File: config.mk
export PLATFORM = sky130hd
export DESIGN_NAME = qbp_fifo
export DESIGN_NICKNAME = d
export VERILOG_FILES = /design/src/hw/rtl/qbp_pkg.sv /design/src/hw/rtl/qbp_fifo.sv
export SDC_FILE = /design/constraint.sdc
export NUM_CORES = 1
export LEC_CHECK = 0
export CAP_MARGIN = 30
export CORE_MARGIN = 10
export CORE_UTILIZATION = 35
export CTS_BUF_LIST = sky130_fd_sc_hd__clkbuf_4
export DETAILED_ROUTE_END_ITERATION = 8
export DONT_BUFFER_PORTS = 1
export GPL_ROUTABILITY_DRIVEN = 0
export HOLD_SLACK_MARGIN = 0.03
export PLACE_DENSITY_LB_ADDON = 0.25
export SYNTH_ARGS = -nofsm -noshare
export SYNTH_HDL_FRONTEND = slang
export SYNTH_SLANG_ARGS = --single-unit
File: constraint.sdc
create_clock -name clock -period 2.85 [get_ports clock]
set_input_delay 0.4275 -clock clock [delete_from_list [all_inputs] [get_ports clock]]
set_output_delay 0.4275 -clock clock [all_outputs]
set_load 0.02 [all_outputs]
File: src/hw/rtl/qbp_pkg.sv
// Package for the quantise-and-bit-pack block: constants, payload and
// register structs shared by every module. No dependencies.
`default_nettype none

package qbp_pkg;

   localparam int MAX_CODE_WIDTH = 32;
   localparam int WIDTH_BITS     = 6;
   localparam int VALUE_BITS     = 48;
   localparam int SCALE_BITS     = 32;
   localparam int DIFF_BITS      = VALUE_BITS + 1;
   localparam int IP_BITS        = 50;
   localparam int ACC_BITS       = MAX_CODE_WIDTH + 8;
   localparam int CNT_BITS       = $clog2(ACC_BITS);
   localparam int QUEUE_DEPTH    = 4;
   localparam int QPTR_BITS      = $clog2(QUEUE_DEPTH);
   localparam int ADDR_BITS      = 5;
   localparam int CSR_DATA_BITS  = 64;

   localparam logic [WIDTH_BITS-1:0] WIDTH_RESET = 6'd16;
   localparam logic [SCALE_BITS-1:0] SCALE_RESET = 32'd65536;

   typedef enum logic [1:0] {
      REG_CODE_WIDTH = 2'd0,
      REG_REFERENCE  = 2'd1,
      REG_SCALE      = 2'd2,
      REG_UNUSED     = 2'd3
   } reg_index_type;

   typedef struct packed {
      logic signed [VALUE_BITS-1:0] sample;
      logic                         final_sample;
   } req_data_type;

   typedef struct packed {
      logic [7:0] packed_byte;
      logic       run_last;
      logic       stream_end;
      logic       code_clamped;
   } rsp_data_type;

   typedef struct packed {
      logic        [WIDTH_BITS-1:0] code_width;
      logic signed [VALUE_BITS-1:0] reference_value;
      logic        [SCALE_BITS-1:0] scale_factor;
   } cfg_type;

   // one quantised code on its way from the front to the packer
   typedef struct packed {
      logic [MAX_CODE_WIDTH-1:0] code;
      logic [WIDTH_BITS-1:0]     width;
      logic                      clamped;
      logic                      final_sample;
   } code_item_type;

endpackage

`default_nettype wire

File: src/hw/rtl/qbp_fifo.sv
// Short queue of quantised codes between the front end and the packer.
// Depends on qbp_pkg.
`default_nettype none

module qbp_fifo import qbp_pkg::*; (
   input  wire logic          clock,
   input  wire logic          reset,
   input  wire logic          push,
   input  wire code_item_type push_data,
   output logic               q_full,
   input  wire logic          pop,
   output logic               q_empty,
   output code_item_type      pop_data
);

   code_item_type        entry_ff [QUEUE_DEPTH];
   logic [QPTR_BITS-1:0] wr_ptr_ff;
   logic [QPTR_BITS-1:0] rd_ptr_ff;
   logic [QPTR_BITS:0]   count_ff;
   logic                 do_push;
   logic                 do_pop;

   assign q_full   = (count_ff == (QPTR_BITS+1)'(QUEUE_DEPTH));
   assign q_empty  = (count_ff == '0);
   assign do_push  = push & ~q_full;
   assign do_pop   = pop & ~q_empty;
   assign pop_data = entry_ff[rd_ptr_ff];

   always_ff @(posedge clock) begin
      if (reset) begin
         wr_ptr_ff <= '0;
         rd_ptr_ff <= '0;
         count_ff  <= '0;
      end else begin
         if (do_push) wr_ptr_ff <= wr_ptr_ff + QPTR_BITS'(1);
         if (do_pop)  rd_ptr_ff <= rd_ptr_ff + QPTR_BITS'(1);
         if (do_push & ~do_pop) begin
            count_ff <= count_ff + (QPTR_BITS+1)'(1);
         end else if (do_pop & ~do_push) begin
            count_ff <= count_ff - (QPTR_BITS+1)'(1);
         end
      end
   end

   always_ff @(posedge clock) begin
      if (do_push) entry_ff[wr_ptr_ff] <= push_data;
   end

endmodule

`default_nettype wire

==> reports/metrics.yaml <==
antenna_found_initial: 2
portBuffers: 0
layout_min_cycle_time_ns: 2.53
path_cells: "buf_12 > mux4_2"
final_cell_mix: "edfxtp_1 (160), dlygate4sd3_1 (42), mux4_2 (40)"
drcViolationCount: 0
drive_gt1_frac: 0.270
wl_per_cell_um: 21.5
die_w_um: 154
ys_seq_area_frac: 0.793
met3_length_um: 912
syn_area_sq_um: 6290
rows: 48
postRouteAntennaNets: 0
final_hold_viol_count: 0
max_clock_freq_mhz: 395
numClockSinks: 169
setup_viol: 0
layout_commonest_cell: "edfxtp_1"
crit_type: "flip-flop to output port"
vias_per_cell: 4.86
syn_avg_cell_area_sq_um: 24.5
ys_seq_elements: 169
cts_tree: "built"
fp.dieH_um: 154
area_growth_syn_to_layout_pct: 16.6
cts_buffer_depth: 2
place_hpwl_mm: 7.84
nNetsFinal: 367
drtPass1Iterations: 4
vias: 2703
critPathRequiredTime_ns: 2.42
slew_viol_final: 0
ios: 86
grt_pass1_wl_mm: 18.3
rsz0062_at_grt: "no"
multi_input_area_sq_um: 1180
slowest_stage: "mux4_2"
final.setup.tns_ns: 0
wl_mm: 11.9
drtIter0Drc: 146
wl_met1_mm: 5.06
path_buf_inv: 1
cts_buffers: 17
fin_area_sq_um: 7330
max-slew-margin-rel: 0.550
ctsResizeCount: 0
p_leak_nw: 2.30
clk_pin_slew_ns: 0.14
grt_max_degree: 41
skew_ns: 0.0231
initial_core_util: 0.360
period_share: 0.889
cts-root-buf: "clkbuf_4"
syn-num-nets: 307
drv_cap: 0
post-place-cells: 481
synthCells: 257
yosysWarningCount: 0
power.density_nw_per_um2: 846
crit_path_end_kind: "output port"
top_layer: "met5"
place_area_sq_um: 6570
dieArea_sq_um: 23700
grtUsageTotal: 0.103
tightest_slew_ns: 0.669
grt-ovfl-total: 0
cpLargestDelayFamily: "multiplexers"
seqCellArea_sq_um: 4990
insertion_delay_ns: 0.55
worst-endpoint-arrival_ns: 2.11
fill_cells: 1501
cp-start-kind: "flip-flop"
cp_slowest_stage_delay_ns: 0.64
ir_worst_vdd_v: 0.000360
htreeDepth: 4
yosysUniqueCellTypes: 24
wl_met2_mm: 5.83
grt_pass1_vias: 3060
hold_path.class: "primary input to flip-flop"
status: "complete, no violations"
cp_max_fo: 25
final_cells: 556
coreArea_sq_um: 17500
==> path summary, 6_finish.rpt <==
| kind | start | endpoint | slack, ns | cells past startpoint |
|---|---|---|---|---|
| max | flip-flop | pop_data[2] | 0.32 | 2 |
| min | pop | flip-flop | 0.13 | 3 |
| max reg2reg | count_ff[0] | count_ff[2] | 0.62 | 8 |
| min reg2reg | wr_ptr_ff[1] | wr_ptr_ff[1] | 0.54 | 2 |
==> cells by family (layout without fill, tap and decap cells) <==
kind of cell	after synthesis	after routing	synth area share
flops	169	169	0.793
mux	42	42	0.146
simple gates	16	16	0.0147
buf+inv	14	87	0.0207
fa+ha+maj	6	6	0.0131
compound gates	6	6	0.00657
xor+xnor	4	4	0.00557
other cells	0	1	0
==> state kept, by name, summed over array words and instances (netlist names), named ones only <==
name       cells
entry_ff     160
rd_ptr_ff      2
wr_ptr_ff      2
count_ff       3
==> tightest hold or removal path, cell delays in order <==
cell and delay (ns):
o31ai_2 0.06, xor2_1 0.09, nor2_1 0.07
==> synth_stat cells <==
library cell | number | share of area
ha_1 | 5 | 0.010
o311ai_1 | 1 | 0.0014
nor3_1 | 1 | 0.00080
edfxtp_1 | 160 | 0.76
nand2b_1 | 2 | 0.0020
fa_1 | 1 | 0.0032
mux4_2 | 40 | 0.14
buf_6 | 1 | 0.0018
and2_1 | 4 | 0.0040
nor3b_2 | 1 | 0.0020
buf_2 | 4 | 0.0032
o21ai_0 | 2 | 0.0016
xor2_1 | 4 | 0.0056
a21oi_1 | 2 | 0.0016
mux2i_1 | 2 | 0.0032
nor2_1 | 5 | 0.0030
dfxtp_1 | 9 | 0.029
clkinv_1 | 1 | 0.00060
or3_1 | 2 | 0.0020
clkbuf_1 | 1 | 0.00060
inv_1 | 3 | 0.0018
o31ai_2 | 1 | 0.0020
buf_12 | 4 | 0.013
nor2_2 | 1 | 0.0010
==> cell type report <==
| cell class | instances | share of cell area |
|---|---|---|
| Tap cell | 225 | 0.0384 |
| Sequential cell | 169 | 0.681 |
| Timing Repair Buffer | 51 | 0.0717 |
| Antenna cell | 1 | 0.000341 |
| Clock inverter | 15 | 0.0288 |
| Clock buffer | 17 | 0.0174 |
| Multi-Input combinational cell | 74 | 0.161 |
| Inverter | 4 | 0.00205 |
==> timing repair <==
action / 4_1_cts / 5_1_grt
hold endpoints to repair: 169 / 0
hold buffers: 42 / 0
setup endpoints to repair: 0 / 0
buffers inserted: 0 / 0
==> stage by stage <==
step	hold slack (ns)	setup slack [ns]	utilization	power, W
after floorplan	0.482	0.661	-	0.00444
after global placement	0.492	0.722	0.376	0.00467
after detailed placement	0.494	0.619	0.376	0.00469
after CTS	0.0484	0.182	0.419	0.00633
after global routing	0.0537	0.102	0.419	0.00652
final	0.125	0.316	0.419	0.00620
==> metal layers <==
layer | up-vias | global-route usage
met5 | - | 0
met4 | 2 | 0.0360
met3 | 13 | 0.0533
met2 | 68 | 0.158
met1 | 1420 | 0.123
li1 | 1200 | -
==> power breakdown <==
| part | internal [W] | total (W) | switching, W |
|---|---|---|---|
| sequential | 0.00299 | 0.00315 | 0.000163 |
| combinational | 0.000598 | 0.00149 | 0.000894 |
| clock | 0.000717 | 0.00156 | 0.000843 |
| total | 0.00430 | 0.00620 | 0.00190 |
No activity file was read; power rests on OpenSTA's default activity.
