<file path="src/hw/rtl/qbp_pkg.sv">
// Package for the quantise-and-bit-pack block: constants, payload and
// register structs shared by every module. No dependencies.
`default_nettype none

package qbp_pkg;

   localparam int MAX_CODE_WIDTH = 32;
   localparam int WIDTH_BITS     = 6;
   localparam int VALUE_BITS     = 48;
   localparam int SCALE_BITS     = 32;
   localparam int DIFF_BITS      = VALUE_BITS + 1;
   localparam int IP_BITS        = 50;
   localparam int ACC_BITS       = MAX_CODE_WIDTH + 8;
   localparam int CNT_BITS       = $clog2(ACC_BITS);
   localparam int QUEUE_DEPTH    = 4;
   localparam int QPTR_BITS      = $clog2(QUEUE_DEPTH);
   localparam int ADDR_BITS      = 5;
   localparam int CSR_DATA_BITS  = 64;

   localparam logic [WIDTH_BITS-1:0] WIDTH_RESET = 6'd16;
   localparam logic [SCALE_BITS-1:0] SCALE_RESET = 32'd65536;

   typedef enum logic [1:0] {
      REG_CODE_WIDTH = 2'd0,
      REG_REFERENCE  = 2'd1,
      REG_SCALE      = 2'd2,
      REG_UNUSED     = 2'd3
   } reg_index_type;

   typedef struct packed {
      logic signed [VALUE_BITS-1:0] sample;
      logic                         final_sample;
   } req_data_type;

   typedef struct packed {
      logic [7:0] packed_byte;
      logic       run_last;
      logic       stream_end;
      logic       code_clamped;
   } rsp_data_type;

   typedef struct packed {
      logic        [WIDTH_BITS-1:0] code_width;
      logic signed [VALUE_BITS-1:0] reference_value;
      logic        [SCALE_BITS-1:0] scale_factor;
   } cfg_type;

   // one quantised code on its way from the front to the packer
   typedef struct packed {
      logic [MAX_CODE_WIDTH-1:0] code;
      logic [WIDTH_BITS-1:0]     width;
      logic                      clamped;
      logic                      final_sample;
   } code_item_type;

endpackage

`default_nettype wire

</file>
<file path="src/hw/rtl/qbp_front.sv">
// Front end: accepts samples and quantises them in a five-stage pipeline
// (subtract, magnitude, low product, high product, round and saturate).
// Depends on qbp_pkg.
`default_nettype none

module qbp_front import qbp_pkg::*; (
   input  wire logic          clock,
   input  wire logic          reset,
   input  wire cfg_type       cfg,
   input  wire logic          push,
   output logic               full,
   input  wire req_data_type  req_data,
   input  wire logic          q_full,
   output logic               q_push,
   output code_item_type      q_data
);

   logic                      adv;
   logic [4:0]                valid_ff;

   logic [DIFF_BITS-1:0]      diff1_ff;
   logic [DIFF_BITS-1:0]      mag2_ff;
   logic [63:0]               lo3_ff;
   logic [DIFF_BITS-33:0]     mhi3_ff;
   logic [IP_BITS-1:0]        ip4_ff;
   logic                      rnd4_ff;
   code_item_type             out5_ff;

   logic [WIDTH_BITS-1:0]     w_ff [4];
   logic [3:0]                fin_ff;
   logic [3:1]                neg_ff;

   logic [DIFF_BITS-1:0]      diff1_in;
   logic [WIDTH_BITS-1:0]     w1_in;
   logic [63:0]               lo3_in;
   logic [IP_BITS-1:0]        ip4_in;
   logic [IP_BITS-1:0]        sum5;
   logic [MAX_CODE_WIDTH-1:0] maxc5;
   code_item_type             out5_in;

   assign adv    = ~(valid_ff[4] & q_full);
   assign full   = ~adv;
   assign q_push = valid_ff[4] & ~q_full;
   assign q_data = out5_ff;

   assign diff1_in = {req_data.sample[VALUE_BITS-1], req_data.sample}
                   - {cfg.reference_value[VALUE_BITS-1], cfg.reference_value};
   assign w1_in    = (cfg.code_width > WIDTH_BITS'(MAX_CODE_WIDTH))
                   ? WIDTH_BITS'(MAX_CODE_WIDTH) : cfg.code_width;
   assign lo3_in   = 64'(mag2_ff[31:0]) * 64'(cfg.scale_factor);
   assign ip4_in   = IP_BITS'(mhi3_ff) * IP_BITS'(cfg.scale_factor)
                   + IP_BITS'(lo3_ff[63:32]);

   always_comb begin
      sum5  = ip4_ff + IP_BITS'(rnd4_ff);
      maxc5 = MAX_CODE_WIDTH'((33'd1 << w_ff[3]) - 33'd1);
      out5_in.width        = w_ff[3];
      out5_in.final_sample = fin_ff[3];
      if (w_ff[3] == '0) begin
         out5_in.code    = '0;
         out5_in.clamped = 1'b0;
      end else if (neg_ff[3]) begin
         out5_in.code    = '0;
         out5_in.clamped = (sum5 >= IP_BITS'(2));
      end else if ((sum5 >> w_ff[3]) != '0) begin
         out5_in.code    = maxc5;
         out5_in.clamped = 1'b1;
      end else begin
         out5_in.code    = sum5[MAX_CODE_WIDTH-1:0];
         out5_in.clamped = 1'b0;
      end
   end

   always_ff @(posedge clock) begin
      if (reset) begin
         valid_ff <= '0;
      end else if (adv) begin
         valid_ff <= {valid_ff[3:0], push};
      end
   end

   always_ff @(posedge clock) begin
      if (adv) begin
         diff1_ff  <= diff1_in;
         w_ff[0]   <= w1_in;
         fin_ff[0] <= req_data.final_sample;

         neg_ff[1] <= diff1_ff[DIFF_BITS-1];
         mag2_ff   <= diff1_ff[DIFF_BITS-1] ? (~diff1_ff + DIFF_BITS'(1)) : diff1_ff;
         w_ff[1]   <= w_ff[0];
         fin_ff[1] <= fin_ff[0];

         lo3_ff    <= lo3_in;
         mhi3_ff   <= mag2_ff[DIFF_BITS-1:32];
         neg_ff[2] <= neg_ff[1];
         w_ff[2]   <= w_ff[1];
         fin_ff[2] <= fin_ff[1];

         ip4_ff    <= ip4_in;
         rnd4_ff   <= lo3_ff[31];
         neg_ff[3] <= neg_ff[2];
         w_ff[3]   <= w_ff[2];
         fin_ff[3] <= fin_ff[2];

         out5_ff   <= out5_in;
      end
   end

endmodule

`default_nettype wire

</file>
<file path="config.mk">
export PLATFORM = sky130hd
export DESIGN_NAME = qbp_front
export DESIGN_NICKNAME = d
export VERILOG_FILES = /design/src/hw/rtl/qbp_pkg.sv /design/src/hw/rtl/qbp_front.sv
export SDC_FILE = /design/constraint.sdc
export NUM_CORES = 2
export LEC_CHECK = 0
export BUFFER_PORTS_ARGS = -buffer_cell sky130_fd_sc_hd__buf_2
export CAP_MARGIN = 25
export CORE_MARGIN = 1.5
export CORE_UTILIZATION = 60
export CTS_CLUSTER_SIZE = 14
export DETAILED_ROUTE_END_ITERATION = 8
export GPL_TIMING_DRIVEN = 1
export PLACE_DENSITY = 0.83
export SYNTH_ARGS = -nofsm -noshare
export SYNTH_HDL_FRONTEND = slang
export SYNTH_SLANG_ARGS = --single-unit
</file>
<file path="constraint.sdc">
create_clock -name clock -period 22.4 [get_ports clock]
set_clock_uncertainty 0.2 [all_clocks]
set_input_delay 4.48 -clock clock [delete_from_list [all_inputs] [get_ports clock]]
set_output_delay 4.48 -clock clock [all_outputs]
set_load 0.02 [all_outputs]
</file>
==> impl_metrics.env <==
export IMPL_die_y_um=335
export IMPL_synth_top_cell_by_area="fa_1"
export IMPL_synth_seq_area_share_pct=12.4
export IMPL_nets=8969
export IMPL_finalWirelength_um=171000
export IMPL_ctsHoldBuffers=0
export IMPL_hold_ws_ps=214
export IMPL_cts_tree="built"
export IMPL_postRouteAntennaNets=0
export IMPL_hold_viol_final=0
export IMPL_synth_edf_count=270
export IMPL_layout_setup_ws_ps=9170
export IMPL_initial_core_util_pct=60.6
export IMPL_dr_pass1_iters=8
export IMPL_drc=0
export IMPL_drv_slew=0
export IMPL_syn_num_nets=9042
export IMPL_overflow=0
export IMPL_layout_area_overhead_vs_synth_pct=4.86
export IMPL_dp_cells=8447
export IMPL_cts_resized=0
export IMPL_die_x_um=335
export IMPL_h_tree_depth=2
export IMPL_cts_buffers=34
export IMPL_cts_sinks=275
export IMPL_antenna_found_initial=3
export IMPL_min_period_over_period_pct=59.1
export IMPL_synth_top_cell_area_share_pct=41.7
export IMPL_start_kind="primary input"
export IMPL_grt_pass1_vias=54000
export IMPL_io_pins=181
export IMPL_fill_cells=8554
export IMPL_synth_distinct_cells=86
export IMPL_drt_iter0_drc=4654
export IMPL_ys_ff_latch=275
export IMPL_max_freq_ghz=0.0756
export IMPL_ys_flop_type="edfxtp_1"
export IMPL_crit_arrival_ps=13430
export IMPL_cp_max_fo=49
export IMPL_dp_hpwl_um=131000
export IMPL_syn_inst=7086
export IMPL_avgSynthCellArea_um2=9.34
export IMPL_outcome="finished, final reports clean"
export IMPL_min_period_ps=13230
export IMPL_wire_per_inst_um=20.1
export IMPL_cts_root_buf="clkbuf_16"
export IMPL_viasPerCell=5.87
export IMPL_layout_drive_gt1_share_pct=5.63
export IMPL_dp_slack_ps=8630
export IMPL_cts_clk_slew_worst_paths_ps=60
export IMPL_reg2reg_slack_ps=13030
export IMPL_synth_area_top_cells="fa_1 42%, edfxtp_1 12%, inv_1 8.3%"
export IMPL_num_rows=121
export IMPL_worstSetupPathType="in2reg"
export IMPL_relSlewSlack_pct=23.1
export IMPL_synth_area_mm2=0.0662
export IMPL_dr_total_vias=50000
export IMPL_max_cap_viol_count=0
export IMPL_hold_path_class="reg2reg"
export IMPL_gp_congestion=0.946
export IMPL_die_area_mm2=0.112
export IMPL_async_reset_ff_share_pct=0
export IMPL_instances_no_fill=8515
export IMPL_tightest_slew_ps=1150
export IMPL_clk_latency_ps=600
export IMPL_rsz0062_at_grt="false"
export IMPL_setup_viol=0
export IMPL_grt_usage_pct=31.8
export IMPL_grt_pass1_wl_um=282000
export IMPL_cts_buffer_depth=3
export IMPL_worstSetupEndpointType="register"
export IMPL_fin_setup_tns_ps=0
export IMPL_core_mm2=0.109
export IMPL_io_buffer_count=180
export IMPL_yosysWarnings=0
export IMPL_cts_setup_buffers=0
export IMPL_grt_max_degree=76
export IMPL_required_ps=22600
==> flip-flops by register name, indices dropped and copies added, names as in the netlist <==
| name | flops |
|---|---|
| diff1_ff | 49 |
| fin_ff | 4 |
| ip4_ff | 50 |
| lo3_ff | 33 |
| mag2_ff | 49 |
| mhi3_ff | 17 |
| neg_ff | 3 |
| q_data | 40 |
| rnd4_ff | 1 |
| valid_ff | 5 |
| w_ff | 24 |
==> Yosys cell counts, types with 8 or more instances <==
cell / instances
o211ai_1: 11
nand2b_1: 26
or4_1: 18
or2_2: 14
o221ai_1: 11
nand2_1: 990
o21ai_0: 111
nand4_1: 46
clkbuf_1: 355
a211oi_1: 23
and4_1: 15
a21oi_1: 149
a22oi_1: 9
a31oi_1: 19
o21bai_1: 10
mux2i_1: 29
ha_1: 439
a211oi_2: 14
xor2_1: 62
buf_1: 8
buf_2: 18
a311oi_1: 8
o31ai_1: 24
a21o_1: 78
a221oi_1: 9
nor2_1: 141
a31o_2: 10
or3_1: 38
inv_1: 1470
nor3_1: 56
xnor2_1: 143
and2_1: 750
nand3_1: 63
o21a_1: 27
o41ai_1: 9
nor2b_1: 23
and3_1: 48
nor4_1: 34
edfxtp_1: 270
mux2_2: 8
fa_1: 1378
==> worst paths after layout <==
kind,to,cells past startpoint,start
max,lo3_ff[62],25,cfg[6]
min,w_ff[3][1],0,w_ff[2][1]
max reg2reg,lo3_ff[62],24,mag2_ff[18]
min reg2reg,w_ff[3][1],0,w_ff[2][1]
==> metal layers <==
| metal | GRT usage [%] | part of all wire, % |
|---|---|---|
| met2 | 52.5 | 48 |
| met5 | 0 | 0.0093 |
| met1 | 40.8 | 37 |
| met4 | 13.6 | 4.9 |
| met3 | 6.50 | 10 |
==> kinds of logic after synthesis <==
kind of cell	count (synthesis)	share of synthesized area, %
AOI/OAI and AO/OA	596	6.11
DFF	275	12.4
buffers and inverters	1857	10.6
muxes	40	0.677
and+or+nand+nor	2296	17.5
xor gates and xnor gates	205	2.71
adders and majority gates	1817	50.0
==> final cells by class <==
type / instances / area [µm²] / area share (%)
Antenna cell: 2 / 5.00 / 0.00721
Clock buffer: 41 / 898 / 1.29
Clock inverter: 19 / 270 / 0.389
Inverter: 1470 / 5520 / 7.95
Multi-Input combinational cell: 4954 / 51000 / 73.4
Sequential cell: 275 / 8210 / 11.8
Tap cell: 1476 / 1850 / 2.66
Timing Repair Buffer: 278 / 1690 / 2.44
==> layout by cell type, fill, tap and decap left out, types with 24 or more instances in the layout <==
cell / netlist / final
buf_4: 4 / 91
o21ai_0: 111 / 111
mux2i_1: 29 / 29
fa_1: 1378 / 1378
a21o_1: 78 / 78
inv_1: 1470 / 1470
o21a_1: 27 / 27
nor3_1: 56 / 56
a21oi_1: 149 / 149
clkbuf_16: 0 / 35
edfxtp_1: 270 / 270
and3_1: 48 / 48
ha_1: 439 / 439
nand4_1: 46 / 46
nand2b_1: 26 / 26
or3_1: 38 / 38
nand2_1: 990 / 989
buf_2: 18 / 181
o31ai_1: 24 / 24
nor2_1: 141 / 141
nor4_1: 34 / 34
xor2_1: 62 / 62
nand3_1: 63 / 63
xnor2_1: 143 / 143
and2_1: 750 / 750
==> critical path, cell delays in order <==
cell	delay (ps)
buf_2	810
and2_1	270
fa_1	440
fa_1	490
fa_1	520
inv_1	60
fa_1	480
inv_1	50
ha_1	270
ha_1	300
fa_1	500
fa_1	420
ha_1	300
a21o_1	160
a211o_1	360
a2111oi_0	730
o21a_1	350
nand4bb_1	320
a211oi_1	210
o21a_1	320
o21ai_0	420
a311oi_1	260
o211ai_1	230
mux2_2	360
a311oi_1	260
==> stage by stage <==
step / utilization [%] / instance area [µm²]
floorplan: - / 66200
global placement: 62.4 / 68100
detailed placement: 62.4 / 68100
CTS: 63.5 / 69300
global route: 63.6 / 69400
finish: 63.6 / 69400
Power is not shown: default switching activity piles up to over one toggle a cycle in this logic, so the estimate is an artifact.
