==> config.mk <==
export PLATFORM = sky130hd
export DESIGN_NAME = qbp_csr
export DESIGN_NICKNAME = d
export VERILOG_FILES = /design/src/hw/rtl/qbp_pkg.sv /design/src/hw/rtl/qbp_csr.sv
export SDC_FILE = /design/constraint.sdc
export NUM_CORES = 1
export LEC_CHECK = 0
export ABC_AREA = 1
export BUFFER_PORTS_ARGS = -buffer_cell sky130_fd_sc_hd__buf_4
export CAP_MARGIN = 15
export CORE_MARGIN = 2
export CORE_UTILIZATION = 47
export CTS_BUF_LIST = sky130_fd_sc_hd__clkbuf_4
export DETAILED_ROUTE_END_ITERATION = 16
export GPL_TIMING_DRIVEN = 0
export PLACE_DENSITY = 0.91
export SLEW_MARGIN = 0
export SYNTH_ARGS = -nofsm -noshare
export SYNTH_HDL_FRONTEND = slang
export SYNTH_SLANG_ARGS = --single-unit
==> constraint.sdc <==
create_clock -name clock -period 1.3 [get_ports clock]
set_clock_uncertainty 0.15 [all_clocks]
set_input_delay 0.195 -clock clock [delete_from_list [all_inputs] [get_ports clock]]
set_output_delay 0.195 -clock clock [all_outputs]
set_load 0.01 [all_outputs]
==> src/hw/rtl/qbp_pkg.sv <==
// Package for the quantise-and-bit-pack block: constants, payload and
// register structs shared by every module. No dependencies.
`default_nettype none

package qbp_pkg;

   localparam int MAX_CODE_WIDTH = 32;
   localparam int WIDTH_BITS     = 6;
   localparam int VALUE_BITS     = 48;
   localparam int SCALE_BITS     = 32;
   localparam int DIFF_BITS      = VALUE_BITS + 1;
   localparam int IP_BITS        = 50;
   localparam int ACC_BITS       = MAX_CODE_WIDTH + 8;
   localparam int CNT_BITS       = $clog2(ACC_BITS);
   localparam int QUEUE_DEPTH    = 4;
   localparam int QPTR_BITS      = $clog2(QUEUE_DEPTH);
   localparam int ADDR_BITS      = 5;
   localparam int CSR_DATA_BITS  = 64;

   localparam logic [WIDTH_BITS-1:0] WIDTH_RESET = 6'd16;
   localparam logic [SCALE_BITS-1:0] SCALE_RESET = 32'd65536;

   typedef enum logic [1:0] {
      REG_CODE_WIDTH = 2'd0,
      REG_REFERENCE  = 2'd1,
      REG_SCALE      = 2'd2,
      REG_UNUSED     = 2'd3
   } reg_index_type;

   typedef struct packed {
      logic signed [VALUE_BITS-1:0] sample;
      logic                         final_sample;
   } req_data_type;

   typedef struct packed {
      logic [7:0] packed_byte;
      logic       run_last;
      logic       stream_end;
      logic       code_clamped;
   } rsp_data_type;

   typedef struct packed {
      logic        [WIDTH_BITS-1:0] code_width;
      logic signed [VALUE_BITS-1:0] reference_value;
      logic        [SCALE_BITS-1:0] scale_factor;
   } cfg_type;

   // one quantised code on its way from the front to the packer
   typedef struct packed {
      logic [MAX_CODE_WIDTH-1:0] code;
      logic [WIDTH_BITS-1:0]     width;
      logic                      clamped;
      logic                      final_sample;
   } code_item_type;

endpackage

`default_nettype wire

==> src/hw/rtl/qbp_csr.sv <==
// Configuration registers behind an APB-style port.
// Depends on qbp_pkg.
`default_nettype none

module qbp_csr import qbp_pkg::*; (
   input  wire logic                     clock,
   input  wire logic                     reset,
   input  wire logic                     psel,
   input  wire logic                     penable,
   input  wire logic                     pwrite,
   input  wire logic [ADDR_BITS-1:0]     paddr,
   input  wire logic [CSR_DATA_BITS-1:0] pwdata,
   output logic      [CSR_DATA_BITS-1:0] prdata,
   output logic                          pready,
   output cfg_type                       cfg
);

   cfg_type       cfg_ff;
   reg_index_type idx;
   logic          wr_en;

   assign idx    = reg_index_type'(paddr[ADDR_BITS-1:3]);
   assign wr_en  = psel & penable & pwrite;
   assign pready = 1'b1;
   assign cfg    = cfg_ff;

   always_ff @(posedge clock) begin
      if (reset) begin
         cfg_ff.code_width      <= WIDTH_RESET;
         cfg_ff.reference_value <= '0;
         cfg_ff.scale_factor    <= SCALE_RESET;
      end else if (wr_en) begin
         unique case (idx)
            REG_CODE_WIDTH: cfg_ff.code_width      <= pwdata[WIDTH_BITS-1:0];
            REG_REFERENCE:  cfg_ff.reference_value <= pwdata[VALUE_BITS-1:0];
            REG_SCALE:      cfg_ff.scale_factor    <= pwdata[SCALE_BITS-1:0];
            default: ;
         endcase
      end
   end

   always_comb begin
      unique case (idx)
         REG_CODE_WIDTH: prdata = CSR_DATA_BITS'(cfg_ff.code_width);
         REG_REFERENCE:  prdata = CSR_DATA_BITS'(unsigned'(cfg_ff.reference_value));
         REG_SCALE:      prdata = CSR_DATA_BITS'(cfg_ff.scale_factor);
         default:        prdata = '0;
      endcase
   end

endmodule

`default_nettype wire

==> flow_summary.yaml, run 1 <==
global_route:
  grt_max_degree: 14
  grt_usage_pct: 32.0
  grt_pass1_wl_um: 25100
  grt_pass1_vias: 5143
  antenna_found_initial: 0
  globalRoute.totalOverflow: 0
yosys:
  yosysSeqAreaShare_pct: 40.8
  ys_ff_latch: 86
  synth_ff_type: "dfxtp_1"
  mappedNetlistArea_mm2: 0.00422
  synth_common_cells: "188 x nor2_1, 185 x nand2_1, 93 x nand3_1"
  synthTopCellsByArea: "dfxtp_1 41%, nor2_1 17%, nand2_1 16%"
  synth-edff-count: 0
  ys_warn_count: 0
  avgSynthCellArea_um2: 6.15
  async_flop_share_pct: 0
  synth_top_area_cell: "dfxtp_1"
  synth_cell_types: 15
  syn_inst: 687
  synth_top_area_share_pct: 40.8
  yosysMostFrequentCell: "nor2_1"
worst_hold_path:
  hold-path-cell-count: 5
  hold_path_class: "in -> reg"
  hp-start: "paddr[4]"
detailed_routing:
  top_layer_used: "met4"
  routedWlPerCell_um: 17.3
  drt-total-wl_um: 18900
  vias: 5786
  dr_wl_met3_um: 1530
  viasPerCell: 5.27
  wl_met1_um: 6940
  ant_nets: 0
  wl_met2_um: 9630
  drcViolationCount: 0
  dr.pass1.iters: 5
  drt_iter0_drc: 357
timing:
  setup_viol: 61
  fin_crit_sh_pct: 116
  clock.fmax_mhz: 665
  hold_ws_ns: 0.0146
  hold_violations: 0
  worst_pin_slew_ns: 0.586
  drv_slew: 0
  tns_ns: -4.95
  slew_headroom_pct: 60.9
  rsz0062_at_grt: "yes"
  min_period_ns: 1.50
  layout_setup_ws_ns: -0.203
floorplan:
  start_util_pct: 48.4
  die_w_um: 98.8
  rows: 34
  boundaryPins: 225
  dieHeight_um: 98.8
  die_area_mm2: 0.00976
  core_area_mm2: 0.00872
setup_path:
  cp_num_buf_inv: 2
  endpoint_kind: "output port"
  required_ns: 0.95
  critPathMaxStageDelay_ns: 0.39
  critPathMaxFanout: 3
  worstPathArrival_ns: 1.16
  critical_path.startpoint: "cfg[76]"
  start_kind: "register"
  path_cells: "inv_2, nor2_1, buf_4"
  path_delay_family: "flip-flops"
  r2r_start: "cfg[24]"
  slowest_stage: "dfxtp_2"
  critPathKind: "reg -> out"
  crit_cells: 3
  reg2reg_depth: 4
power_and_ir_drop:
  seq_power_share_pct: 50.1
  comb_power_share_pct: 21.7
  report.power.total_mw: 5.50
  p_leak_nw: 3.79
  switchingPower_mw: 1.59
  clkPwrFrac_pct: 28.1
  switching_share_pct: 29.0
  internal_power_mw: 3.91
  power_per_cell_area_mw_per_mm2: 739
  ir_drop_v: 0.000528
clock_tree:
  clock_path_buffers: 2
  cts_tree: "yes"
  cts_sinks: 86
  cts_made_buffers: 9
  cts.htree.levels: 3
  clock-root-buffer: "clkbuf_4"
  clk_latency_ns: 0.41
  path_clk_slew_ns: 0.14
layout:
  area_growth_pct: 76.2
  nets: 1058
  utilization_pct: 85.3
  fillerInstances: 499
  drive_gt1_share_pct: 45.6
  largest_register_ffs: 86
  post-route-cell-area_mm2: 0.00744
placement:
  place_congestion: 0.878
  place_hpwl_um: 9970
  port-buffer-count: 188
  place_area_mm2: 0.00583
job:
  maxCapViolations: 0
run_status:
  status: "finished, violations left"
  violations: "setup timing"
-- per-stage QoR --
| stage | setup WS (ns) | instances |
|---|---|---|
| after floorplan | 0.148 | 702 |
| after global placement | -0.313 | 998 |
| after CTS | -0.108 | 1077 |
| final | -0.203 | 1098 |
| after detailed placement | -0.326 | 998 |
| after global routing | -0.266 | 1097 |
-- power by group through the flow --
stage                     Clock [mW]  Sequential, mW  Combinational (mW)
after floorplan                    0            2.82               0.423
after global placement             0            2.80               0.804
after detailed placement           0            2.80               0.816
after CTS                       1.50            2.75                1.01
after global routing            1.66            2.76                1.27
final                           1.55            2.76                1.20
-- kinds of logic (layout without fill, tap and decap cells) --
family          after synthesis  after routing  synth area share, %
other cells                   2             18                0.178
buf+inv                     127            414                 14.0
compound gates                2              2                0.237
flops                        86             86                 40.8
simple gates                470            470                 44.8
-- cells in the final DEF (no fill, tap or decap), drive strengths merged, types with 2 or more instances in the layout --
master | netlist | routed
nand3 | 93 | 93
dlygate4sd3 | 0 | 50
o21ai | 2 | 2
inv | 68 | 68
clkbuf | 4 | 16
nor2 | 191 | 191
conb | 2 | 17
dfxtp | 86 | 86
clkinv | 0 | 3
nand2 | 186 | 186
buf | 55 | 274
-- tightest hold or removal path: stages --
cell,delay [ns]
buf_12,0.10
inv_6,0.04
nand2_1,0.06
o21ai_0,0.09
nand3_1,0.07
-- final timing paths --
path / to / slack, ns
worst min-delay path: cfg[84] / 0.01
worst min register to register: cfg[58] / 0.36
worst max-delay path: prdata[44] / -0.20
worst max register to register: cfg[24] / 0.31
-- layout make-up --
type | instances | area [um^2] | share of cell area [%]
repair buffers | 271 | 2480 | 33.3
multi-input cells | 489 | 2140 | 28.8
flip-flops and latches | 86 | 1840 | 24.7
plain buffers | 59 | 450 | 6.05
inverters | 68 | 260 | 3.50
well taps | 108 | 135 | 1.82
clock buffers | 11 | 82.6 | 1.11
clock inverters | 5 | 50.0 | 0.673
diodes | 1 | 2.50 | 0.0336
-- what timing repair did --
action,CTS,global route
hold buffers,50,0
gates cloned,1,2
buffers inserted,12,18
gates resized for setup,105,168
pin swaps,18,59
hold endpoints to repair,83,0
setup endpoints to repair,54,82
-- metal layers --
layer  vias to the layer above  track usage [%]
li1                       2621                -
met1                      2664             39.3
met2                       408             54.5
met3                        93             5.04
met4                         0             15.4
met5                         -                0
Note: power is estimated with default switching activity, not from simulation.
==> inputs of run 2 (changes only) <==
--- a/config.mk
+++ b/config.mk
@@ -14,6 +14,7 @@
 export DETAILED_ROUTE_END_ITERATION = 16
 export GPL_TIMING_DRIVEN = 0
 export PLACE_DENSITY = 0.91
+export SKIP_CTS_REPAIR_TIMING = 1
 export SLEW_MARGIN = 0
 export SYNTH_ARGS = -nofsm -noshare
 export SYNTH_HDL_FRONTEND = slang
==> run 2 against run 1 <==
Effect of this change: the run ends with hold timing, setup timing left; sequential power hardly changed; flip-flop and latch count is the same; die area did not move; routed wire length down 9.2%; maximum frequency increased by 3.0%; via count fell by 4.1%; cell area decreased by 2.9%; global-route usage is 4.8 points lower; sequential share of layout area increased by 0.60 points; clock-buffer cell count stayed put; critical path depth unchanged; combinational power shrank 3%.
==> flow_summary.yaml, run 2 (synthesis gave the netlist of run 1 again) <==
run_status:
  status: "finished, violations left"
  violations: "hold timing, setup timing"
timing:
  slew_headroom_pct: 62.1
  hold_violations: 10
  hold_ws_ns: -0.0465
  fin_crit_sh_pct: 112
  drv_slew: 0
  rsz0062_at_grt: "yes"
  worst_pin_slew_ns: 0.568
  tns_ns: -3.72
  min_period_ns: 1.46
  clock.fmax_mhz: 685
  setup_viol: 55
  layout_setup_ws_ns: -0.160
power_and_ir_drop:
  ir_drop_v: 0.000515
  p_leak_nw: 3.72
  power_per_cell_area_mw_per_mm2: 755
floorplan:
  start_util_pct: 48.4
  die_area_mm2: 0.00976
  boundaryPins: 225
  rows: 34
  dieHeight_um: 98.8
  die_w_um: 98.8
  core_area_mm2: 0.00872
clock_tree:
  clock_path_buffers: 2
  path_clk_slew_ns: 0.14
  cts.htree.levels: 3
  cts_tree: "yes"
  clock-root-buffer: "clkbuf_4"
  cts_sinks: 86
  clk_latency_ns: 0.40
  cts_made_buffers: 9
setup_path:
  worstPathArrival_ns: 1.11
  r2r_start: "cfg[78]"
  required_ns: 0.95
  r2r_slack_ns: 0.38
  endpoint_kind: "output port"
  r2r-end: "cfg[78]"
  start_kind: "register"
  critPathKind: "reg -> out"
  critPathMaxFanout: 3
  reg2reg_depth: 3
detailed_routing:
  ant_nets: 0
  viasPerCell: 5.12
  dr.pass1.iters: 5
  drt_iter0_drc: 301
  vias: 5547
  drt-total-wl_um: 17200
  drcViolationCount: 0
  routedWlPerCell_um: 15.9
job:
  maxCapViolations: 0
placement:
  port-buffer-count: 188
  place_congestion: 0.878
  place_hpwl_um: 9970
  place_area_mm2: 0.00583
  place_inst: 998
layout:
  utilization_pct: 82.8
  largest_register_ffs: 86
  layout_commonest_cell: "buf_4"
  fin_cells: 1084
  drive_gt1_share_pct: 44.3
  nets: 1044
  post-route-cell-area_mm2: 0.00722
  final_cell_mix: "186 x buf_4, 181 x nor2_1, 152 x nand2_1"
  fillerInstances: 537
  area_growth_pct: 71.1
worst_hold_path:
  hold_path_class: "in -> reg"
  hold-path-cell-count: 5
  hold_end: "cfg[64]"
  hp-start: "pwdata[32]"
global_route:
  grt_usage_pct: 27.1
  grt_pass1_vias: 4305
  globalRoute.totalOverflow: 0
  grt_max_degree: 14
  grt_pass1_wl_um: 21400
  antenna_found_initial: 0
==> run 2: cell types whose count changed in the layout (fill, tap and decap cells not counted), moves of 10 or more <==
cell,delta
buf_4,+16
nand2_2,-15
dlygate4sd3_1,-10
buf_6,-24
nand2_1,+14
==> run 2: final cells by class <==
class | instances | area [um^2] | share of cell area, %
clock buffers | 11 | 82.6 | 1.14
repair buffers | 257 | 2320 | 32.1
well taps | 108 | 135 | 1.87
clock inverters | 5 | 50.0 | 0.693
multi-input cells | 489 | 2090 | 29.0
diodes | 1 | 2.50 | 0.0346
inverters | 68 | 260 | 3.60
plain buffers | 59 | 450 | 6.23
flip-flops and latches | 86 | 1830 | 25.3
==> run 2: power breakdown <==
| group | switching [mW] | internal [mW] |
|---|---|---|
| clock | 0.924 | 0.617 |
| sequential | 0.0554 | 2.70 |
| combinational | 0.577 | 0.578 |
| total | 1.56 | 3.90 |
==> run 2: worst max-delay path, cell delays in order (launching register included) <==
cell     delay (ns)
dfxtp_2        0.39
inv_2          0.05
nor2_1         0.12
buf_4          0.14
==> run 2: stage by stage <==
stage / worst slack, ns / total power [mW]
after global placement: -0.313 / 3.60
after detailed placement: -0.326 / 3.62
after CTS: -0.342 / 5.06
after global routing: -0.178 / 5.64
after floorplan: 0.148 / 3.24
final: -0.160 / 5.46
==> run 2: worst max path at each step <==
stage,start,to,cells after the start
6_report,cfg[75],prdata[43],3
5_1_grt,cfg[75],prdata[43],3
4_1_cts,paddr[4],prdata[1],7
3_5_place_dp,paddr[4],prdata[0],7
3_3_place_gp,paddr[3],prdata[18],6
2_1_floorplan,paddr[4],prdata[2],5
==> run 2: metal layers <==
metal	GRT usage (%)	routed length [um]
met3	4.18	1590
met2	45.0	8560
met1	36.9	6470
met5	0	0
met4	7.38	576
