### config.mk
export PLATFORM = sky130hd
export DESIGN_NAME = qbp_back
export DESIGN_NICKNAME = d
export VERILOG_FILES = /design/src/hw/rtl/qbp_pkg.sv /design/src/hw/rtl/qbp_back.sv
export SDC_FILE = /design/constraint.sdc
export NUM_CORES = 1
export LEC_CHECK = 0
export BUFFER_PORTS_ARGS = -buffer_cell sky130_fd_sc_hd__buf_4
export CORE_ASPECT_RATIO = 1.75
export CORE_MARGIN = 3
export CORE_UTILIZATION = 60
export CTS_CLUSTER_SIZE = 16
export DETAILED_ROUTE_END_ITERATION = 7
export GPL_TIMING_DRIVEN = 0
export PLACE_DENSITY = 0.82
export RECOVER_POWER = 100
export SLEW_MARGIN = 20
export SYNTH_ARGS = -nofsm -noshare
export SYNTH_HDL_FRONTEND = slang
export SYNTH_SLANG_ARGS = --single-unit
export TNS_END_PERCENT = 30
### constraint.sdc
create_clock -name clock -period 9.4 [get_ports clock]
set_input_delay 1.41 -clock clock [delete_from_list [all_inputs] [get_ports clock]]
set_output_delay 1.41 -clock clock [all_outputs]
set_load 0.01 [all_outputs]
### src/hw/rtl/qbp_pkg.sv
// Package for the quantise-and-bit-pack block: constants, payload and
// register structs shared by every module. No dependencies.
`default_nettype none

package qbp_pkg;

   localparam int MAX_CODE_WIDTH = 32;
   localparam int WIDTH_BITS     = 6;
   localparam int VALUE_BITS     = 48;
   localparam int SCALE_BITS     = 32;
   localparam int DIFF_BITS      = VALUE_BITS + 1;
   localparam int IP_BITS        = 50;
   localparam int ACC_BITS       = MAX_CODE_WIDTH + 8;
   localparam int CNT_BITS       = $clog2(ACC_BITS);
   localparam int QUEUE_DEPTH    = 4;
   localparam int QPTR_BITS      = $clog2(QUEUE_DEPTH);
   localparam int ADDR_BITS      = 5;
   localparam int CSR_DATA_BITS  = 64;

   localparam logic [WIDTH_BITS-1:0] WIDTH_RESET = 6'd16;
   localparam logic [SCALE_BITS-1:0] SCALE_RESET = 32'd65536;

   typedef enum logic [1:0] {
      REG_CODE_WIDTH = 2'd0,
      REG_REFERENCE  = 2'd1,
      REG_SCALE      = 2'd2,
      REG_UNUSED     = 2'd3
   } reg_index_type;

   typedef struct packed {
      logic signed [VALUE_BITS-1:0] sample;
      logic                         final_sample;
   } req_data_type;

   typedef struct packed {
      logic [7:0] packed_byte;
      logic       run_last;
      logic       stream_end;
      logic       code_clamped;
   } rsp_data_type;

   typedef struct packed {
      logic        [WIDTH_BITS-1:0] code_width;
      logic signed [VALUE_BITS-1:0] reference_value;
      logic        [SCALE_BITS-1:0] scale_factor;
   } cfg_type;

   // one quantised code on its way from the front to the packer
   typedef struct packed {
      logic [MAX_CODE_WIDTH-1:0] code;
      logic [WIDTH_BITS-1:0]     width;
      logic                      clamped;
      logic                      final_sample;
   } code_item_type;

endpackage

`default_nettype wire

### src/hw/rtl/qbp_back.sv
// Back end: packs codes MSB-first into bytes, at most one byte per cycle while
// the result output register is free or being popped, with a flush on the final sample.
// Depends on qbp_pkg.
`default_nettype none

module qbp_back import qbp_pkg::*; (
   input  wire logic          clock,
   input  wire logic          reset,
   input  wire logic          q_empty,
   input  wire code_item_type q_data,
   output logic               q_pop,
   output logic               empty,
   input  wire logic          pop,
   output rsp_data_type       rsp_data
);

   logic [ACC_BITS-1:0]       acc_ff;
   logic [CNT_BITS-1:0]       cnt_ff;
   logic                      busy_ff;
   logic                      fin_ff;
   logic                      clmp_ff;
   logic                      rsp_valid_ff;
   rsp_data_type              rsp_ff;

   logic                      full_byte;
   logic                      have;
   logic                      is_last;
   logic                      out_free;
   logic                      emit;
   logic                      done;
   logic                      load;
   logic [ACC_BITS-1:0]       acc_base;
   logic [CNT_BITS-1:0]       cnt_base;
   logic [MAX_CODE_WIDTH-1:0] code_left;
   logic [ACC_BITS-1:0]       new_bits;

   assign full_byte = (cnt_ff >= CNT_BITS'(8));
   assign have      = full_byte | (fin_ff & (cnt_ff != '0));
   assign is_last   = full_byte ? ((cnt_ff == CNT_BITS'(8))
                                   | ((cnt_ff < CNT_BITS'(16)) & ~fin_ff))
                                : 1'b1;
   assign out_free  = ~rsp_valid_ff | pop;
   assign emit      = busy_ff & have & out_free;
   assign done      = ~busy_ff | ~have | (emit & is_last);
   assign load      = done & ~q_empty;
   assign q_pop     = load;
   assign empty     = ~rsp_valid_ff;
   assign rsp_data  = rsp_ff;

   always_comb begin
      if (emit) begin
         acc_base = full_byte ? (acc_ff << 8) : '0;
         cnt_base = full_byte ? (cnt_ff - CNT_BITS'(8)) : '0;
      end else begin
         acc_base = acc_ff;
         cnt_base = cnt_ff;
      end
      code_left = q_data.code << (WIDTH_BITS'(MAX_CODE_WIDTH) - q_data.width);
      new_bits  = {code_left, 8'h00} >> cnt_base[2:0];
   end

   always_ff @(posedge clock) begin
      if (reset) begin
         acc_ff       <= '0;
         cnt_ff       <= '0;
         busy_ff      <= 1'b0;
         fin_ff       <= 1'b0;
         clmp_ff      <= 1'b0;
         rsp_valid_ff <= 1'b0;
      end else begin
         if (load) begin
            acc_ff  <= acc_base | new_bits;
            cnt_ff  <= cnt_base + CNT_BITS'(q_data.width);
            busy_ff <= 1'b1;
            fin_ff  <= q_data.final_sample;
            clmp_ff <= q_data.clamped;
         end else begin
            acc_ff  <= acc_base;
            cnt_ff  <= cnt_base;
            if (done) busy_ff <= 1'b0;
         end
         if (emit) begin
            rsp_valid_ff <= 1'b1;
         end else if (pop) begin
            rsp_valid_ff <= 1'b0;
         end
      end
   end

   always_ff @(posedge clock) begin
      if (emit) begin
         rsp_ff.packed_byte  <= acc_ff[ACC_BITS-1 -: 8];
         rsp_ff.run_last     <= is_last;
         rsp_ff.stream_end   <= is_last & fin_ff;
         rsp_ff.code_clamped <= clmp_ff;
      end
   end

endmodule

`default_nettype wire

==> run summary, run 1 <==
Status - completed
First-pass iteration count of the detailed router - 6
Vias in the first global route - 6928
Syn_nets - 758
Synth area leader - dfxtp_1
Slew @ Worst Pin - 1.11 ns
Multi-input logic area - 4440 sq um
TritonCTS clock tree - done
Final Hold Viols - 0
Chip Width - 82.4 microns
Fill count - 816
Htree depth - 3
Yosys cell types - 79
# IOs - 57
Nets - 824
Via/cell ratio - 7.54
Port Buffer Count - 55
Pre-CTS setup slack - 3.86 ns
RSZ-0062 raised after global routing - no
Relative slew margins - 0.251
Clock network fraction of total power - 0.282
Layout cell share with drive strength beyond 1 - 0.196
Final Critical Period - 6.67 ns
FMAX - 0.150 GHz
List of most frequent post-synthesis cells - mux2i_1 (64), nand2_1 (60), dfxtp_1 (50)
Leakage - 2.70 nW
Placed cell area - 6700 sq um
Synthesized instance count - 705
Yosys reg bits - 61
Clock transition at the registers of the reported paths - 0.05 ns
Final period util - 0.709
Diode count - 0
Post-CTS Setup Inserts - 0
Setup WS post-layout - 2.73 ns
Reg area - 1330 sq um
Synthesized area per cell - 8.69 sq um
CTS Sinks - 61
EDFF count, synth - 11
Post-Syn Area - 6130 sq um
Largest net degree at the start of global routing - 15
Initial Util - 0.619
HPWL after DPL - 18.4 mm
Logic pwr share - 0.452
Maximum Capacitance Violations - 0
Max clock buf depth - 2
NetSw - 501 uW
Inserted Clock Buffers - 9
Setup TNS - 0 ns
Final Max Slew Viols - 0
Post-CTS sizing - 0
Synth top area share - 0.163
Top cells by area, synth - dfxtp_1 (16%), mux4_2 (11%), mux2i_1 (10%), mux2_2 (5.9%), edfxtp_1 (5.4%)
CP Launch Type - input port
CTS Hold Buffers Added - 0
Primary FF master, synth - dfxtp_1
Rows - 48
Initial antenna violation count - 0
Worst VDD drop - 232 uV
Sw Ratio - 0.404
Worst Skew - 0.00590 ns
CTS root buffer - clkbuf_16
CP Class - in -> reg
Data required time of the worst path - 9.67 ns
DRT Wirelength - 23.9 mm
DR iter-0 viols - 677
CORE AREA - 9910 sq um
Die area - 11500 sq um
Design Area, Final - 6920 sq um
First-pass GRT wire length - 36.8 mm
Count leader, synth - mux2i_1
P&R area growth vs syn - 12.9%
Critical Path AT - 6.93 ns
Via total after detailed routing - 6797
Worst min-delay path category - reg -> reg
Setup violations, final - 0
GRT overflow - 0
RD Place Congestion - 1.07
Clk_lat worst skew - 0.33 ns
Critical Path Sink Type - flop
Gr usage total - 0.424
Die Y - 140 microns
Max FO, Critical Path - 10
Power Dens Cells - 179 nW/um^2
Drt drc - 0
Int Pwr - 738 uW
Register area share after synthesis - 0.217
FFs w/ async S/R, synth - 0
Register share of total power - 0.266
DRT antenna net count - 0
Synth warn - 0
WL per Instance - 26.5 microns
[metal layers]
layer | vias to the layer above | wire, microns | part of all wire | global-route usage
met1 | 3198 | 7500 | 0.31 | 0.412
met3 | 182 | 1750 | 0.073 | 0.0816
met2 | 510 | 12100 | 0.51 | 0.714
met4 | 0 | 2510 | 0.10 | 0.388
li1 | 2907 | - | - | -
met5 | - | 0 | 0 | 0
[state kept, by name, summed over array words and instances (netlist names)]
signal	count
fin_ff	1
acc_ff	40
rsp_data	11
busy_ff	1
cnt_ff	6
clmp_ff	1
rsp_valid_ff	1
[logic make-up after synthesis]
group,synth area share
buf+inv,0.0539
xor+xnor,0.00980
mux,0.277
simple gates,0.187
flops,0.217
compound gates,0.235
fa+ha+maj,0.0196
[power by group through the flow]
stage	registers, mW	clock network [mW]	logic [mW]
floorplan	0.331	0	0.376
global placement	0.332	0	0.530
detailed placement	0.334	0	0.542
CTS	0.329	0.343	0.548
global route	0.333	0.354	0.595
finish	0.330	0.349	0.561
[metrics by stage]
| stage | power, mW | cells | hold slack [ns] | utilization |
|---|---|---|---|---|
| 2_1_floorplan | 0.707 | 705 | 0.408 | - |
| 3_3_place_gp | 0.862 | 885 | 0.418 | 0.676 |
| 3_5_place_dp | 0.876 | 885 | 0.418 | 0.676 |
| 4_1_cts | 1.22 | 901 | 0.430 | 0.708 |
| 5_1_grt | 1.28 | 901 | 0.442 | 0.699 |
| 6_report | 1.24 | 901 | 0.426 | 0.699 |
[critical path, cell delays in order]
cell and delay [ns]:
clkbuf_4 0.12, clkbuf_1 0.29, inv_1 0.43, clkbuf_1 0.62, ha_1 0.42, xor2_1 0.86
clkbuf_1 0.60, clkbuf_1 0.57, o211ai_1 0.21, a21oi_1 0.45, a21o_1 0.19, o22ai_1 0.10
nor3_1 0.40, a221o_1 0.23
[final cells by class]
cell class,instances,share of cell area
Tap cell,125,0.0226
Buffer,57,0.0367
Inverter,17,0.00922
Multi-Input combinational cell,570,0.641
Clock buffer,9,0.0325
Clock inverter,7,0.0130
Sequential cell,61,0.192
Timing Repair Buffer,55,0.0526
[cell usage in the layout, fill, tap and decap left out, types with 7 or more instances in the layout]
cell	count
a211oi_1	12
a21oi_1	46
a221o_1	12
a31oi_1	11
and3_1	12
buf_2	17
buf_4	43
clkbuf_1	47
clkbuf_16	9
dfxtp_1	50
edfxtp_1	11
ha_1	8
inv_1	15
mux2_2	32
mux2i_1	64
mux4_2	31
nand2_1	60
nand2b_1	8
nand3_1	42
nor2_1	47
nor3_1	24
o211ai_1	7
o21ai_0	14
o22ai_1	10
o31ai_1	9
or3_1	10
[path summary, 6_finish.rpt]
check | start | to | slack (ns) | cells after the start
setup reg to reg | cnt_ff[4] | cnt_ff[5] | 4.70 | 16
hold reg to reg | acc_ff[34] | rsp_data[5] | 0.43 | 0
hold / removal | acc_ff[34] | rsp_data[5] | 0.43 | 0
setup / recovery | q_data[2] | acc_ff[23] | 2.73 | 14
Power figures use the tool's default switching activity.
==> inputs of run 2 (changes only) <==
Clock period 9.4 ns to 6.18 ns, I/O delays scaled along.
==> run 2 against run 1 <==
Effect of this change: total power grew 52%; cell count is the same; setup slack lost 2.0 ns; global-route usage is the same.
==> run summary, run 2 (same netlist as run 1, synthesis figures left out) <==
HPWL after DPL - 18.4 mm (unchanged)
Design Area, Final - 6940 sq um (was 6920 sq um)
Layout cell share with drive strength beyond 1 - 0.201 (was 0.196)
Final Hold Viols - 0 (unchanged)
Htree depth - 3 (unchanged)
Relative slew margins - 0.259 (was 0.251)
Final period util - 0.873
FMAX - 0.185 GHz
Power Dens Cells - 271 nW/um^2 (was 179 nW/um^2)
Post-CTS Setup Inserts - 0 (unchanged)
WL met1 - 7.33 mm (was 7.50 mm)
Chip Width - 82.4 microns (unchanged)
Non-Filler Instances - 901 (unchanged)
RSZ-0062 raised after global routing - no (unchanged)
Inserted Clock Buffers - 9 (unchanged)
Critical Path AT - 5.67 ns (was 6.93 ns)
P&R area growth vs syn - 13.3% (was 12.9%)
CTS root buffer - clkbuf_16 (unchanged)
Nets - 824 (unchanged)
DRT antenna net count - 0 (unchanged)
Largest net degree at the start of global routing - 15 (unchanged)
CP Class - in -> reg (unchanged)
CP startpoint - q_data[2] (unchanged)
Hold path cells - 0 (unchanged)
Via total after detailed routing - 6776 (was 6797)
Flop2flop setup slack - 1.44 ns (was 4.70 ns)
Leakage - 2.71 nW (was 2.70 nW)
Final Max Slew Viols - 0 (unchanged)
Fill count - 812 (was 816)
Final Critical Period - 5.40 ns
CTS Hold Buffers Added - 0 (unchanged)
Worst Skew - 0.00557 ns (was 0.00590 ns)
Setup violations, final - 0 (unchanged)
Hold EP - rsp_data[5] (unchanged)
DRT Wirelength - 23.8 mm (was 23.9 mm)
Port Buffer Count - 55 (unchanged)
Biggest register - acc_ff (unchanged)
Clk_lat worst skew - 0.33 ns (about the same)
RD Place Congestion - 1.07 (unchanged)
# IOs - 57 (unchanged)
Met3 WL - 1.84 mm (was 1.75 mm)
HP Start - acc_ff[34] (unchanged)
Top sig layer - met4 (unchanged)
Initial Util - 0.619 (unchanged)
Initial antenna violation count - 0 (unchanged)
First-pass iteration count of the detailed router - 8 (was 6)
Data required time of the worst path - 6.45 ns (was 9.67 ns)
Most common cell after layout, fill and taps aside - mux2i_1 (unchanged)
Via/cell ratio - 7.52 (was 7.54)
Vias in the first global route - 6928 (unchanged)
First-pass GRT wire length - 36.8 mm (unchanged)
Slew @ Worst Pin - 1.10 ns (was 1.11 ns)
Gr usage total - 0.424 (unchanged)
Worst VDD drop - 351 uV (was 232 uV)
Rows - 48 (unchanged)
WL per Instance - 26.4 microns (was 26.5 microns)
Worst min-delay path category - reg -> reg (unchanged)
DR iter-0 viols - 693 (was 677)
Status - completed (unchanged)
Placed cell area - 6700 sq um (unchanged)
Max FO, Critical Path - 10 (unchanged)
GRT overflow - 0 (unchanged)
Setup TNS - 0 ns (unchanged)
CP Launch Type - input port (unchanged)
Met2 wire len - 12.2 mm (was 12.1 mm)
Drt drc - 0 (unchanged)
Most frequent cells in the layout - mux2i_1 (64), nand2_1 (60), dfxtp_1 (50), nor2_1 (47), a21oi_1 (46) (was mux2i_1 (64), nand2_1 (60), dfxtp_1 (50), clkbuf_1 (47), nor2_1 (47))
Diode count - 0 (unchanged)
Placed Cells - 885 (unchanged)
Die area - 11500 sq um (unchanged)
Worst Reg-to-Reg Cells - 16 (unchanged)
Post-CTS sizing - 0 (unchanged)
Die Y - 140 microns (unchanged)
Clock transition at the registers of the reported paths - 0.05 ns (about the same)
CTS Sinks - 61 (unchanged)
Max FFs per register - 40 (unchanged)
Critical Path Sink Type - flop (unchanged)
Max clock buf depth - 2 (unchanged)
Maximum Capacitance Violations - 0 (unchanged)
CORE AREA - 9910 sq um (unchanged)
Worst r2r src - cnt_ff[4] (unchanged)
TritonCTS clock tree - done (unchanged)
FF-to-FF End - cnt_ff[5] (unchanged)
-- run 2: final cells by class --
type	count	area, sq um	share of cell area
multi-input combinational	570	4450	0.641
sequential	61	1330	0.192
buffer	57	262	0.0377
tap	125	156	0.0225
timing repair buffer	55	364	0.0524
inverter	17	63.8	0.00919
clock inverter	7	90.1	0.0130
clock buffer	9	225	0.0324
-- run 2: per-stage QoR --
step | worst slack, ns | utilization | hold slack, ns | total power [mW]
6_report | 0.782 | 0.701 | 0.425 | 1.88
3_5_place_dp | 1.12 | 0.676 | 0.418 | 1.33
3_3_place_gp | 1.10 | 0.676 | 0.418 | 1.31
2_1_floorplan | 2.13 | - | 0.408 | 1.08
5_1_grt | 0.540 | 0.701 | 0.442 | 1.95
4_1_cts | 1.43 | 0.708 | 0.430 | 1.86
-- run 2: critical path: stages --
cell	delay (ns)
clkbuf_4	0.12
buf_4	0.18
inv_1	0.34
clkbuf_1	0.63
ha_1	0.45
xor2_2	0.58
buf_4	0.33
clkbuf_1	0.52
nand4_1	0.22
o21a_1	0.26
o22ai_1	0.34
o22ai_1	0.12
nor3_1	0.39
a221o_1	0.22
-- run 2: layer usage --
layer,vias up,global-route usage
met4,0,0.388
met3,157,0.0816
met1,3202,0.412
met2,506,0.714
li1,2911,-
met5,-,0
-- run 2: how the worst max path moves through the flow --
stage	end	slack [ns]	cells after the start
final	acc_ff[28]	0.78	14
after global routing	acc_ff[8]	0.54	13
after CTS	acc_ff[31]	1.43	13
after detailed placement	acc_ff[31]	1.12	13
after global placement	acc_ff[31]	1.10	13
after floorplan	acc_ff[18]	2.13	13
-- run 2: where the power goes --
group / internal [mW] / total [mW] / switching, mW
Combinational: 0.307 / 0.852 / 0.545
Clock: 0.350 / 0.528 / 0.178
Sequential: 0.467 / 0.501 / 0.0341
